## src/rtl/core/cbrd_pkg.sv

```systemverilog
package cbrd_pkg;

  typedef enum logic [4:0] {
    PH_IDLE, PH_NREC, PH_LX, PH_LY, PH_LCNT, PH_XOFF, PH_YOFF, PH_SHORT,
    PH_TYPE, PH_ROWS, PH_RY, PH_COLS, PH_RX, PH_RCNT, PH_NPTS, PH_WIDTH,
    PH_GCNT
  } phase_t;

  typedef enum logic [1:0] {
    KIND_RECORD = 2'd0,
    KIND_END    = 2'd1,
    KIND_ERROR  = 2'd2
  } kind_t;

  localparam int QDEPTH = 4;
  localparam int QAW    = 2;

  // One command from the parser to the emitter: up to two results.
  typedef struct packed {
    logic        rec;
    logic        cnt_short;
    logic [15:0] short_val;
    logic [31:0] x;
    logic [31:0] y;
    logic [31:0] cnt;
    logic        tail;
    kind_t       tail_kind;
  } cmd_t;

  typedef struct packed {
    kind_t       kind;
    logic [31:0] x;
    logic [31:0] y;
    logic [31:0] cnt;
    logic        last;
  } res_t;

  function automatic logic [31:0] short_to_float(input logic [15:0] v);
    logic [31:0] s;
    logic [15:0] m;
    logic [4:0]  p;
    logic [31:0] sign;
    logic [31:0] ms;
    s = {{16{v[15]}}, v};
    sign = '0;
    m = v;
    p = '0;
    if (v[15]) begin
      sign = 32'h8000_0000;
      m = 16'(-v);
    end
    for (int i = 1; i < 17; i++) begin
      if (i < 17 && (({1'b0, m} >> i) != 17'd0)) begin
        p = 5'(i);
      end
    end
    ms = {16'd0, m} << (5'd23 - p);
    if (s == 32'd0) begin
      short_to_float = '0;
    end else begin
      short_to_float = sign | ({24'd0, 8'(8'd127 + {3'd0, p})} << 23) | (ms & 32'h007f_ffff);
    end
  endfunction

endpackage

```

## src/rtl/core/cbrd_parser.sv

```systemverilog
module cbrd_parser (
  input  logic               clk,
  input  logic               rst_n,
  input  logic               cfg_legacy,
  input  logic               in_fire,
  input  logic [7:0]         in_byte,
  input  logic               in_start,
  output logic               cmd_valid,
  output cbrd_pkg::cmd_t     cmd
);
  import cbrd_pkg::*;

  phase_t      phase_r, phase_nxt;
  logic [2:0]  pos_r, pos_nxt;
  logic [31:0] fs_r, fs_nxt;
  logic [31:0] xoff_r, xoff_nxt, yoff_r, yoff_nxt;
  logic        short_r, short_nxt;
  logic [15:0] rows_r, rows_nxt, cols_r, cols_nxt;
  logic [31:0] rowb_r, rowb_nxt, hx_r, hx_nxt, items_r, items_nxt;
  logic [15:0] gw_r, gw_nxt, gcol_r, gcol_nxt;

  phase_t      ph;
  logic [31:0] fsa, v, vs16;
  logic [2:0]  flen, posa;
  logic        done, skip;
  logic [15:0] mag, gcol_inc;
  logic [15:0] rows_dec, cols_dec;

  always_comb begin
    ph = in_start ? PH_NREC : phase_r;
    fsa = in_start ? 32'd0 : fs_r;
    posa = in_start ? 3'd0 : pos_r;
    fsa = fsa | ({24'd0, in_byte} << {posa[1:0], 3'b000});
    v = fsa;
    vs16 = {{16{v[15]}}, v[15:0]};
    unique case (ph)
      PH_SHORT, PH_TYPE: flen = 3'd1;
      PH_ROWS, PH_RY, PH_COLS, PH_RX, PH_WIDTH: flen = 3'd2;
      PH_RCNT, PH_GCNT: flen = short_r ? 3'd2 : 3'd4;
      default: flen = 3'd4;
    endcase
    done = (3'(posa + 3'd1) >= flen);
    rows_dec = rows_r - 16'd1;
    cols_dec = cols_r - 16'd1;
    mag = gw_r[15] ? 16'(-gw_r) : gw_r;
    gcol_inc = gcol_r + 16'd1;
    skip = short_r ? (v[15:0] == 16'h8000)
         : (v[30:23] == 8'hff && v[22:0] != 23'd0);

    phase_nxt = ph; pos_nxt = 3'(posa + 3'd1); fs_nxt = fsa;
    xoff_nxt = xoff_r; yoff_nxt = yoff_r; short_nxt = short_r;
    rows_nxt = rows_r; cols_nxt = cols_r; rowb_nxt = rowb_r; hx_nxt = hx_r;
    items_nxt = items_r; gw_nxt = gw_r; gcol_nxt = gcol_r;
    cmd_valid = 1'b0;
    cmd = '0;
    cmd.tail_kind = KIND_END;
    cmd.x = hx_r; cmd.y = rowb_r; cmd.cnt = v; cmd.short_val = v[15:0];

    if (!in_fire || ph == PH_IDLE) begin
      phase_nxt = in_fire ? ph : phase_r;
      pos_nxt = pos_r; fs_nxt = fs_r;
      if (in_fire) begin
        pos_nxt = posa; fs_nxt = in_start ? 32'd0 : fs_r;
      end
    end else if (done) begin
      pos_nxt = '0; fs_nxt = '0;
      unique case (ph)
        PH_NREC: begin
          items_nxt = v;
          if (cfg_legacy) begin
            if (v == 0 || v[31]) begin
              cmd_valid = 1'b1; cmd.tail = 1'b1; phase_nxt = PH_IDLE;
            end else phase_nxt = PH_LX;
          end else phase_nxt = PH_XOFF;
        end
        PH_LX: begin hx_nxt = v; phase_nxt = PH_LY; end
        PH_LY: begin rowb_nxt = v; phase_nxt = PH_LCNT; end
        PH_LCNT: begin
          cmd_valid = 1'b1; cmd.rec = 1'b1;
          items_nxt = items_r - 32'd1;
          if (items_nxt == 0) begin cmd.tail = 1'b1; phase_nxt = PH_IDLE; end
          else phase_nxt = PH_LX;
        end
        PH_XOFF: begin xoff_nxt = v; phase_nxt = PH_YOFF; end
        PH_YOFF: begin yoff_nxt = v; phase_nxt = PH_SHORT; end
        PH_SHORT: begin short_nxt = (v == 0); phase_nxt = PH_TYPE; end
        PH_TYPE: begin
          if (v[7:0] == 8'd1) phase_nxt = PH_ROWS;
          else if (v[7:0] == 8'd2) phase_nxt = PH_NPTS;
          else begin cmd_valid = 1'b1; cmd.tail = 1'b1; phase_nxt = PH_IDLE; end
        end
        PH_ROWS: begin
          rows_nxt = v[15:0];
          if (v[15:0] == 0 || v[15]) begin
            cmd_valid = 1'b1; cmd.tail = 1'b1; phase_nxt = PH_IDLE;
          end else phase_nxt = PH_RY;
        end
        PH_RY: begin rowb_nxt = yoff_r + vs16; phase_nxt = PH_COLS; end
        PH_COLS: begin
          cols_nxt = v[15:0];
          if (v[15:0] == 0 || v[15]) begin
            rows_nxt = rows_dec;
            if (rows_dec == 0) begin
              cmd_valid = 1'b1; cmd.tail = 1'b1; phase_nxt = PH_IDLE;
            end else phase_nxt = PH_RY;
          end else phase_nxt = PH_RX;
        end
        PH_RX: begin hx_nxt = xoff_r + vs16; phase_nxt = PH_RCNT; end
        PH_RCNT: begin
          cmd_valid = 1'b1; cmd.rec = 1'b1; cmd.cnt_short = short_r;
          cols_nxt = cols_dec;
          if (cols_dec == 0) begin
            rows_nxt = rows_dec;
            if (rows_dec == 0) begin cmd.tail = 1'b1; phase_nxt = PH_IDLE; end
            else phase_nxt = PH_RY;
          end else phase_nxt = PH_RX;
        end
        PH_NPTS: begin items_nxt = v; phase_nxt = PH_WIDTH; end
        PH_WIDTH: begin
          gw_nxt = v[15:0];
          if (items_r == 0 || items_r[31]) begin
            cmd_valid = 1'b1; cmd.tail = 1'b1; phase_nxt = PH_IDLE;
          end else if (v[15:0] == 0) begin
            cmd_valid = 1'b1; cmd.tail = 1'b1; cmd.tail_kind = KIND_ERROR;
            phase_nxt = PH_IDLE;
          end else begin
            gcol_nxt = '0; rowb_nxt = yoff_r; phase_nxt = PH_GCNT;
          end
        end
        PH_GCNT: begin
          cmd.rec = !skip; cmd.cnt_short = short_r;
          cmd.x = xoff_r + {16'd0, gcol_r};
          if (gcol_inc >= mag) begin
            gcol_nxt = '0;
            rowb_nxt = gw_r[15] ? rowb_r - 32'd1 : rowb_r + 32'd1;
          end else gcol_nxt = gcol_inc;
          items_nxt = items_r - 32'd1;
          if (items_nxt == 0) begin cmd.tail = 1'b1; phase_nxt = PH_IDLE; end
          cmd_valid = cmd.rec | cmd.tail;
        end
        default: phase_nxt = PH_IDLE;
      endcase
    end
  end

  always_ff @(posedge clk) begin
    if (!rst_n) begin
      phase_r <= PH_IDLE; pos_r <= '0; fs_r <= '0; xoff_r <= '0; yoff_r <= '0;
      short_r <= 1'b0; rows_r <= '0; cols_r <= '0; rowb_r <= '0; hx_r <= '0;
      items_r <= '0; gw_r <= '0; gcol_r <= '0;
    end else begin
      phase_r <= phase_nxt; pos_r <= pos_nxt; fs_r <= fs_nxt;
      xoff_r <= xoff_nxt; yoff_r <= yoff_nxt; short_r <= short_nxt;
      rows_r <= rows_nxt; cols_r <= cols_nxt; rowb_r <= rowb_nxt; hx_r <= hx_nxt;
      items_r <= items_nxt; gw_r <= gw_nxt; gcol_r <= gcol_nxt;
    end
  end
endmodule

```

## src/rtl/core/cbrd_queue.sv

```systemverilog
module cbrd_queue (
  input  logic           clk,
  input  logic           rst_n,
  input  logic           wr_en,
  input  cbrd_pkg::cmd_t wr_data,
  output logic [2:0]     level,
  input  logic           rd_en,
  output logic           rd_valid,
  output cbrd_pkg::cmd_t rd_data
);
  import cbrd_pkg::*;

  cmd_t           mem_r [QDEPTH];
  logic [QAW-1:0] wp_r, wp_nxt, rp_r, rp_nxt;
  logic [QAW:0]   cnt_r, cnt_nxt;

  always_comb begin
    wp_nxt = wr_en ? QAW'(wp_r + 1'b1) : wp_r;
    rp_nxt = rd_en ? QAW'(rp_r + 1'b1) : rp_r;
    cnt_nxt = cnt_r + (QAW+1)'(wr_en) - (QAW+1)'(rd_en);
  end

  assign rd_valid = (cnt_r != 0);
  assign rd_data  = mem_r[rp_r];
  assign level    = cnt_r;

  always_ff @(posedge clk) begin
    if (wr_en) begin
      mem_r[wp_r] <= wr_data;
    end
    if (!rst_n) begin
      wp_r <= '0; rp_r <= '0; cnt_r <= '0;
    end else begin
      wp_r <= wp_nxt; rp_r <= rp_nxt; cnt_r <= cnt_nxt;
    end
  end
endmodule

```

## src/rtl/core/cbrd_emitter.sv

```systemverilog
module cbrd_emitter (
  input  logic           clk,
  input  logic           rst_n,
  input  logic           cmd_valid,
  input  cbrd_pkg::cmd_t cmd,
  output logic           cmd_pop,
  output logic           res_valid,
  output cbrd_pkg::res_t res,
  input  logic           res_ready
);
  import cbrd_pkg::*;

  logic  half_r, half_nxt;
  logic  val_r, val_nxt;
  res_t  res_r, res_nxt;
  logic  load, second;
  res_t  cur;

  always_comb begin
    second = half_r || !cmd.rec;
    cur = '0;
    if (second) begin
      cur.kind = cmd.tail_kind;
      cur.last = 1'b1;
    end else begin
      cur.kind = KIND_RECORD;
      cur.x = cmd.x;
      cur.y = cmd.y;
      cur.cnt = cmd.cnt_short ? short_to_float(cmd.short_val) : cmd.cnt;
      cur.last = !cmd.tail;
    end
    load = cmd_valid && (!val_r || res_ready);
    cmd_pop = load && (second || !cmd.tail);
    half_nxt = half_r;
    if (load) begin
      half_nxt = !second && cmd.tail;
    end
    val_nxt = load ? 1'b1 : (res_ready ? 1'b0 : val_r);
    res_nxt = load ? cur : res_r;
  end

  assign res_valid = val_r;
  assign res = res_r;

  always_ff @(posedge clk) begin
    res_r <= res_nxt;
    if (!rst_n) begin
      half_r <= 1'b0; val_r <= 1'b0;
    end else begin
      half_r <= half_nxt; val_r <= val_nxt;
    end
  end
endmodule

```

## src/rtl/core/contact_block_record_decoder.sv

```systemverilog
// Channel   Dir  Payload
// in_*      in   tdata: data_byte[7:0]; tuser: block_start
// out_*     out  tdata: bin_x, bin_y, count_bits; tuser: result_kind; tlast: last
// cfg_*     in   wdata: legacy_layout
// One byte is taken per cycle while fewer than three commands are queued; the parser
// keeps all field state in registers. A byte that yields a record and a block end
// gives two results, and a four-entry command queue decouples the parser from output
// stalls. Reset is synchronous; after it the parser waits for a block start.
module contact_block_record_decoder (
  input  logic        clk,
  input  logic        rst_n,
  input  logic        in_tvalid,
  output logic        in_tready,
  input  logic [7:0]  in_tdata,   // data_byte
  input  logic        in_tuser,   // block_start
  output logic        out_tvalid,
  input  logic        out_tready,
  output logic [95:0] out_tdata,  // bin_x, bin_y, count_bits
  output logic [1:0]  out_tuser,  // result_kind
  output logic        out_tlast,
  input  logic        cfg_valid,
  output logic        cfg_ready,
  input  logic        cfg_wdata   // legacy_layout
);
  import cbrd_pkg::*;

  logic       legacy_r;
  logic       in_fire, pv, qv, pop;
  logic [2:0] level;
  cmd_t       pcmd, qcmd;
  res_t       res;

  assign cfg_ready = 1'b1;
  assign in_tready = (level < 3'd3);
  assign in_fire = in_tvalid && in_tready;

  always_ff @(posedge clk) begin
    if (!rst_n) legacy_r <= 1'b0;
    else if (cfg_valid) legacy_r <= cfg_wdata;
  end

  cbrd_parser u_parser (
    .clk, .rst_n, .cfg_legacy(legacy_r), .in_fire, .in_byte(in_tdata),
    .in_start(in_tuser), .cmd_valid(pv), .cmd(pcmd)
  );

  cbrd_queue u_queue (
    .clk, .rst_n, .wr_en(pv), .wr_data(pcmd), .level,
    .rd_en(pop), .rd_valid(qv), .rd_data(qcmd)
  );

  cbrd_emitter u_emit (
    .clk, .rst_n, .cmd_valid(qv), .cmd(qcmd), .cmd_pop(pop),
    .res_valid(out_tvalid), .res, .res_ready(out_tready)
  );

  assign out_tdata = {res.cnt, res.y, res.x};
  assign out_tuser = res.kind;
  assign out_tlast = res.last;
endmodule
```

## config.mk

```make
export PLATFORM = sky130hd
export DESIGN_NAME = contact_block_record_decoder
export DESIGN_NICKNAME = d
export VERILOG_FILES = /design/src/rtl/core/cbrd_pkg.sv /design/src/rtl/core/cbrd_parser.sv /design/src/rtl/core/cbrd_queue.sv /design/src/rtl/core/cbrd_emitter.sv /design/src/rtl/core/contact_block_record_decoder.sv
export SDC_FILE = /design/constraint.sdc
export NUM_CORES = 2
export LEC_CHECK = 0
export BUFFER_PORTS_ARGS = -buffer_cell sky130_fd_sc_hd__buf_2
export CORE_ASPECT_RATIO = 0.5
export CORE_MARGIN = 4
export CORE_UTILIZATION = 57
export CTS_CLUSTER_SIZE = 8
export DETAILED_ROUTE_END_ITERATION = 8
export PLACE_DENSITY = 0.77
export SLEW_MARGIN = 20
export SYNTH_ARGS = -nofsm -noshare
export SYNTH_HDL_FRONTEND = slang
export SYNTH_HIERARCHICAL = 1
export SYNTH_SLANG_ARGS = --single-unit
```

## constraint.sdc

```tcl
create_clock -name clk -period 6.82 [get_ports clk]
set_clock_uncertainty 0.05 [all_clocks]
set_input_delay 0.682 -clock clk [delete_from_list [all_inputs] [get_ports clk]]
set_output_delay 0.682 -clock clk [all_outputs]
set_load 0.02 [all_outputs]
```

==> Word-level counts from Yosys, hierarchy flattened <==
Memory sizes are Yosys's and may differ from the RTL's. A register that Yosys moved wholly into a read port is not among the register bits.
Cells that the tools add are included.
{ "classes": {"n_reduce_logical": 65, "mux": 103, "bitwise": 5, "shift": 2, "n_addsub": 18, "magnitude_cmp": 3, "eq_ne": 26} }
{ "op_table": {"columns": ["cell", "count"], "rows": [
  ["$mux 32", 15],
  ["$reduce_bool 17->1", 14],
  ["$mux 5", 26],
  ["$logic_not 32->1", 4],
  ["$mux 16", 8],
  ["$pmux 32 s2", 2],
  ["$pmux 32 s4", 1],
  ["$pmux 5 s16", 1],
  ["$add 32x32->32", 2],
  ["$pmux 16 s2", 2],
  ["$sub 32x1->32 const B", 2],
  ["$logic_not 16->1", 3],
  ["$pmux 16 s3", 1],
  ["$eq 5x4->1 const B", 8],
  ["$add 32x1->32 const B", 1],
  ["$add 32x16->32", 1],
  ["$neg 16->16", 2],
  ["$or 32x23->32", 1],
  ["$or 32x31->32", 1],
  ["$or 32x32->32", 1],
  ["$shl 8x5->32", 1],
  ["$sub 16x1->16 const B", 2],
  ["$mux 1", 24],
  ["$mux 3", 8],
  ["other kinds (42)", 91]
]} }
{ "totals": {"memories": 1, "reg_bits": 374, "ramBits": 468, "output_inout_bits": 102} }
{ "mem_list": {"columns": ["memory", "words", "word_bits", "read_ports", "rd_clocked_by_memory_dff", "wr", "line", "rtl"], "rows": [
  ["u_queue.mem_r", 4, 117, 1, 1, 1, "cbrd_queue.sv:13", "cmd_t mem_r [QDEPTH];"]
]} }

==> Depth between registers and ports, before layout <==
{ "depth": {"depth_word": 25, "mapped_depth": 24} }

==> By module <==
The synthesis kept the hierarchy.
{ "modules_own_cells": {"columns": ["mod", "instances", "seq_area_each_um2", "area_per_inst_um2", "cells_each"], "rows": [
  ["cbrd_parser", 1, 5305.1, 21396.8, 2996],
  ["cbrd_queue", 1, 14233.7, 17274.1, 652],
  ["cbrd_emitter", 1, 3012.9, 5527.8, 482],
  ["contact_block_record_decoder", 1, 20.0, 62.6, 7]
]} }

==> Worst setup path before layout <==
No wires, ideal clock.
{ "synth_timing": {"path_type": "input to register", "from": "in in_tuser", "to": "mem u_queue/mem_r[0][0] (netlist name), enable pin", "stages": 17, "path_buffers": 6, "required_ns": 6.281, "arrival_time_ns": 6.466, "setup_time_ns": 0.489, "setup_slack_ns": -0.186, "cell_sequence": "buf_2 clkbuf_1 nor2b_1 and3_1 clkbuf_1 clkbuf_1 o21ai_0 o31a_1 ha_1 a21o_1 a21o_1 clkbuf_1 nand2_1 clkbuf_1 a21oi_1 o31a_1 and2_1"} }
{ "synth_between": {"elab_chain_cells": 13} }
{ "synth_lines": {"columns": ["item", "line", "rtl"], "rows": [
  ["start: declaration", "contact_block_record_decoder.sv:15", "input logic in_tuser,"],
  ["$mux 3", "cbrd_parser.sv:32", "posa = in_start ? 3'd0 : pos_r;"],
  ["$shl 8x5->32", "cbrd_parser.sv:33", "fsa = fsa | ({24'd0, in_byte} << {posa[1:0], 3'b000});"],
  ["$or 32x32->32", "cbrd_parser.sv:33", null],
  ["$reduce_bool 23->1 or $eq 8x8->1 (tied branches)", "cbrd_parser.sv:48", ": (v[30:23] == 8'hff && v[22:0] != 23'd0);"],
  ["$logic_and 1x1->1", "cbrd_parser.sv:48", null],
  ["$mux 1", "cbrd_parser.sv:47", "skip = short_r ? (v[15:0] == 16'h8000)"],
  ["$logic_not 1->1", "cbrd_parser.sv:131", "cmd.rec = !skip; cmd.cnt_short = short_r;"],
  ["$or 1x1->1", "cbrd_parser.sv:139", "cmd_valid = cmd.rec | cmd.tail;"],
  ["$pmux 1 s7", "cbrd_parser.sv:67", "unique case (ph)"],
  ["$mux 1", "cbrd_parser.sv:65", "end else if (done) begin"],
  ["$mux 1 (*)", "cbrd_parser.sv:59", "if (!in_fire || ph == PH_IDLE) begin"],
  ["named net pv", "contact_block_record_decoder.sv:28", "logic in_fire, pv, qv, pop;"],
  ["$mux 1 (*)", "cbrd_queue.sv:28", "if (wr_en) begin"],
  ["$mux 1 (not written as such) (*)", "cbrd_queue.sv:29", "mem_r[wp_r] <= wr_data;"],
  ["end: declaration", "cbrd_queue.sv:13", null]
]} }
The timed path passes the listed nets; every way through them passes the cells marked *.

==> key figures <==
Layout
  – Share of layout cells above drive strength 1: 0.130
  – Post-route cell area: 0.0492 sq mm
  – P&R area growth vs syn: 11.2%
  – Final core utilization: 0.647
  – Final nets: around 4400
  – Fin cells: about 5300

Floorplan
  – CORE AREA: around 0.076 sq mm
  – IO Count: around 120
  – Die ar.: between 0.08 and 0.09 sq mm
  – Die W: ~400 microns
  – Site Rows: between 70 and 80
  – Die height: about 210 microns
  – Initial Util: 0.582

Power and ir drop
  – Internal Power: between 0.008 and 0.009 W
  – Power Density: between 200 and 250 mW/mm^2
  – Pleak: approximately 17 nW
  – Part of the power in registers: 0.490
  – Switch share: 0.220
  – P_sw: ~0.0024 W
  – Maximum vdd ir drop: roughly 0.19 mV
  – Combinational fraction of design power: 0.026
  – Clock network power share: 0.484

Place
  – Final GP Congestion: between 0.9 and 1
  – Area post-placement: 0.0459 sq mm
  – Cells after DPL: 5112
  – DP Worst Slack: between 1000 and 1500 ps
  – # port buffers: between 100 and 150
  – Dpl hpwl: just under 90000 microns

Min path
  – WHS Path Cells: 3
  – Worst Hold Class: input port to flip-flop
  – Worst hold start: cfg_wdata
  – Worst hold endpoint: legacy_r

STA
  – Final worst slack: approximately 1100 ps
  – Relative slew slack: 0.291
  – Min cycle time layout: ~5800 ps
  – Final Setup Violations: 0
  – Period utilization: 0.846
  – Unrepaired setup endpoints after global routing: no
  – Worst slew pin tran: approximately 1100 ps
  – Max Clock Freq: 0.173 GHz
  – Final Hold Fails: 0
  – Setup total negative slack: 0 ps
  – Slew Viols, Final: 0

Setup path
  – Critical path's largest stage delay: ~660 ps
  – Largest delay share family, worst path: simple AND/OR/NAND/NOR gates
  – Critical setup path kind: flip-flop to flip-flop
  – CP max FO: 15
  – RR Endpoint: u_emit/res[21]
  – R2R Setup Slk: 1050 ps
  – Crit end category: flip-flop
  – CP Launch Type: flip-flop
  – Worst path cell trace: mux4_2 > inv_1 > ha_1 > or4b_1 > o41ai_4 > xnor2_1 > or3_1 > a2111oi_4 > nor2_2 > inv_4 > mux2_1 > a22oi_1 > o221ai_1
  – Critical Path Slowest Stage Cell: mux4_2
  – R2R cell count: 13
  – Worst path bufs/invs: 2
  – Required time worst endpoint: around 7200 ps
  – Worst EP arrival: 6140 ps

Global route
  – Congestion Overflow GR: 0
  – GRT Total Usage: 0.318
  – Largest net degree at the start of global routing: 120
  – First-pass GRT wire length: 202000 microns
  – Initial antenna violation count: 1
  – Vias in the first global route: approximately 34000

CTS
  – Num CTS Buffers: about 120
  – Clock Latency Late Sink: between 700 and 800 ps
  – CTS Root Cell: clkbuf_16
  – H-tree Lvls: 3
  – Clk buf depth: 3
  – Post-CTS Hold Buffers: 0
  – # clock sinks: 844
  – TritonCTS clock tree: yes
  – CTS resizes: 0
  – Reg clk slew, reported paths: ~60 ps
  – Setup bufs post-CTS: 0

Synthesis
  – Most area-consuming cells after synthesis: edfxtp_1, dfxtp_1, mux4_2, ha_1, a21oi_1
  – Mapped Avg Cell Area: 10.7 sq um
  – Top_reg_cell synth: edfxtp_1
  – Yosys top cell area share: 0.385
  – Commonest cells post-synth: edfxtp_1, nor2_1, a21oi_1
  – Warnings from Yosys: 6
  – Post-synth top area cell: edfxtp_1
  – Sequential area share after synthesis: 0.510
  – Synth Cell Area: around 0.044 sq mm
  – Async set-reset flop share out of synthesis: 0
  – Number of synthesized register bits: between 800 and 900
  – Top-count cell post-synth: edfxtp_1
  – Post-Syn Instances: just over 4000
  – EDFF count, synth: 567
  – Mapped Nets: around 4300
  – Netlist cell types: around 110

Status
  – Status: completed

Detailed routing
  – Detail-routed net length per standard cell: 24.9 microns
  – DRC: 0
  – Routed vias: between 30000 and 40000
  – Vias per cell: about 6.6
  – Drt first pass iters: 8
  – Routed wire length: about 130000 microns
  – Drt initial violations: 5083
  – Routed Antenna Nets: 0

Job
  – Max-cap violations: 0
[worst max path at each step]
stage	cells past startpoint	from	slack (ps)	end
global route	12	flip-flop	820	u_emit/res[17]
CTS	13	flip-flop	1180	u_emit/res[21]
finish	13	flip-flop	1050	u_emit/res[21]
floorplan	17	in_tuser	1090	u_queue/mem_r[1][0]
detailed placement	13	flip-flop	1210	u_emit/res[21]
global placement	13	flip-flop	1150	u_emit/res[17]
[power by group through the flow]
stage / registers, W / clock network (W) / logic, W
2_1_floorplan: 0.00552 / 0 / 0.000166
3_3_place_gp: 0.00553 / 0 / 0.000265
3_5_place_dp: 0.00553 / 0 / 0.000268
4_1_cts: 0.00543 / 0.00543 / 0.000269
5_1_grt: 0.00542 / 0.00567 / 0.000297
6_report: 0.00543 / 0.00536 / 0.000283
[per-layer routing]
metal / vias up / part of all wire / track usage
met5: - / 0 / 0
met4: 0 / 0.035 / 0.117
met3: 264 / 0.10 / 0.0641
met2: 1973 / 0.45 / 0.498
met1: 17300 / 0.42 / 0.442
li1: 15800 / - / -
[worst register-to-register path, delay by kind of cell (launching register included)]
family | cells | cell delay, ps
xor+xnor | 1 | 220
mux | 2 | 1070
fa+ha+maj | 1 | 270
buf+inv | 2 | 520
compound gates | 4 | 1380
simple gates | 3 | 1430
flops | 1 | 550
[logic make-up after synthesis]
group	share of synthesized area
AO/OA/AOI/OAI	0.164
XOR/XNOR	0.0298
adder cells (fa/ha/maj)	0.0433
buffers and inverters	0.0349
flip-flops	0.510
multiplexers	0.0674
other	0.0000847
AND/OR/NAND/NOR	0.151
[area by class of cell]
| type | count | area (sq um) |
|---|---|---|
| clock buffers | 195 | 3190 |
| well taps | 1022 | 1280 |
| clock inverters | 7 | 134 |
| multi-input cells | 2941 | 20200 |
| flip-flops and latches | 844 | 22600 |
| diodes | 1 | 2.50 |
| inverters | 87 | 339 |
| repair buffers | 218 | 1450 |
| fillers | 5796 | 26800 |
[per-stage QoR]
step           hold WS [ps]  power [W]
3_3_place_gp            387    0.00579
5_1_grt                 222     0.0114
6_report                220     0.0111
4_1_cts                 166     0.0111
2_1_floorplan           379    0.00569
3_5_place_dp            396    0.00580
[flip-flops by register name, indices dropped and copies added (netlist names), named ones only]
name,cells
u_queue/mem_r,468
u_parser/yoff_r,32
u_parser/pos_r,3
u_parser/fs_r,32
u_queue/level,3
u_parser/gw_r,16
u_parser/xoff_r,32
legacy_r,1
u_parser/phase_r,5
u_parser/items_r,32
u_parser/rows_r,16
u_queue/wp_r,2
u_emit/res_valid,1
u_emit/res,99
u_queue/rp_r,2
u_parser/gcol_r,16
u_parser/hx_r,32
u_parser/short_r,1
u_parser/cols_r,16
u_emit/half_r,1
u_parser/rowb_r,32
[cells in the final DEF, fill, tap and decap left out, types with 52 or more instances in the layout]
| cell | instances |
|---|---|
| nor3_1 | 99 |
| nor2_1 | 384 |
| buf_4 | 95 |
| xnor2_1 | 77 |
| dfxtp_1 | 274 |
| clkbuf_1 | 79 |
| a21oi_1 | 346 |
| nand3_1 | 105 |
| edfxtp_1 | 567 |
| a21o_1 | 52 |
| and2_1 | 90 |
| nand2_1 | 345 |
| inv_1 | 80 |
| buf_2 | 115 |
| o21ai_0 | 258 |
| xor2_1 | 71 |
| clkbuf_16 | 115 |
| mux4_2 | 117 |
| a31oi_1 | 57 |
| ha_1 | 145 |
| a211oi_1 | 67 |
(Power assumes the default switching activity.)
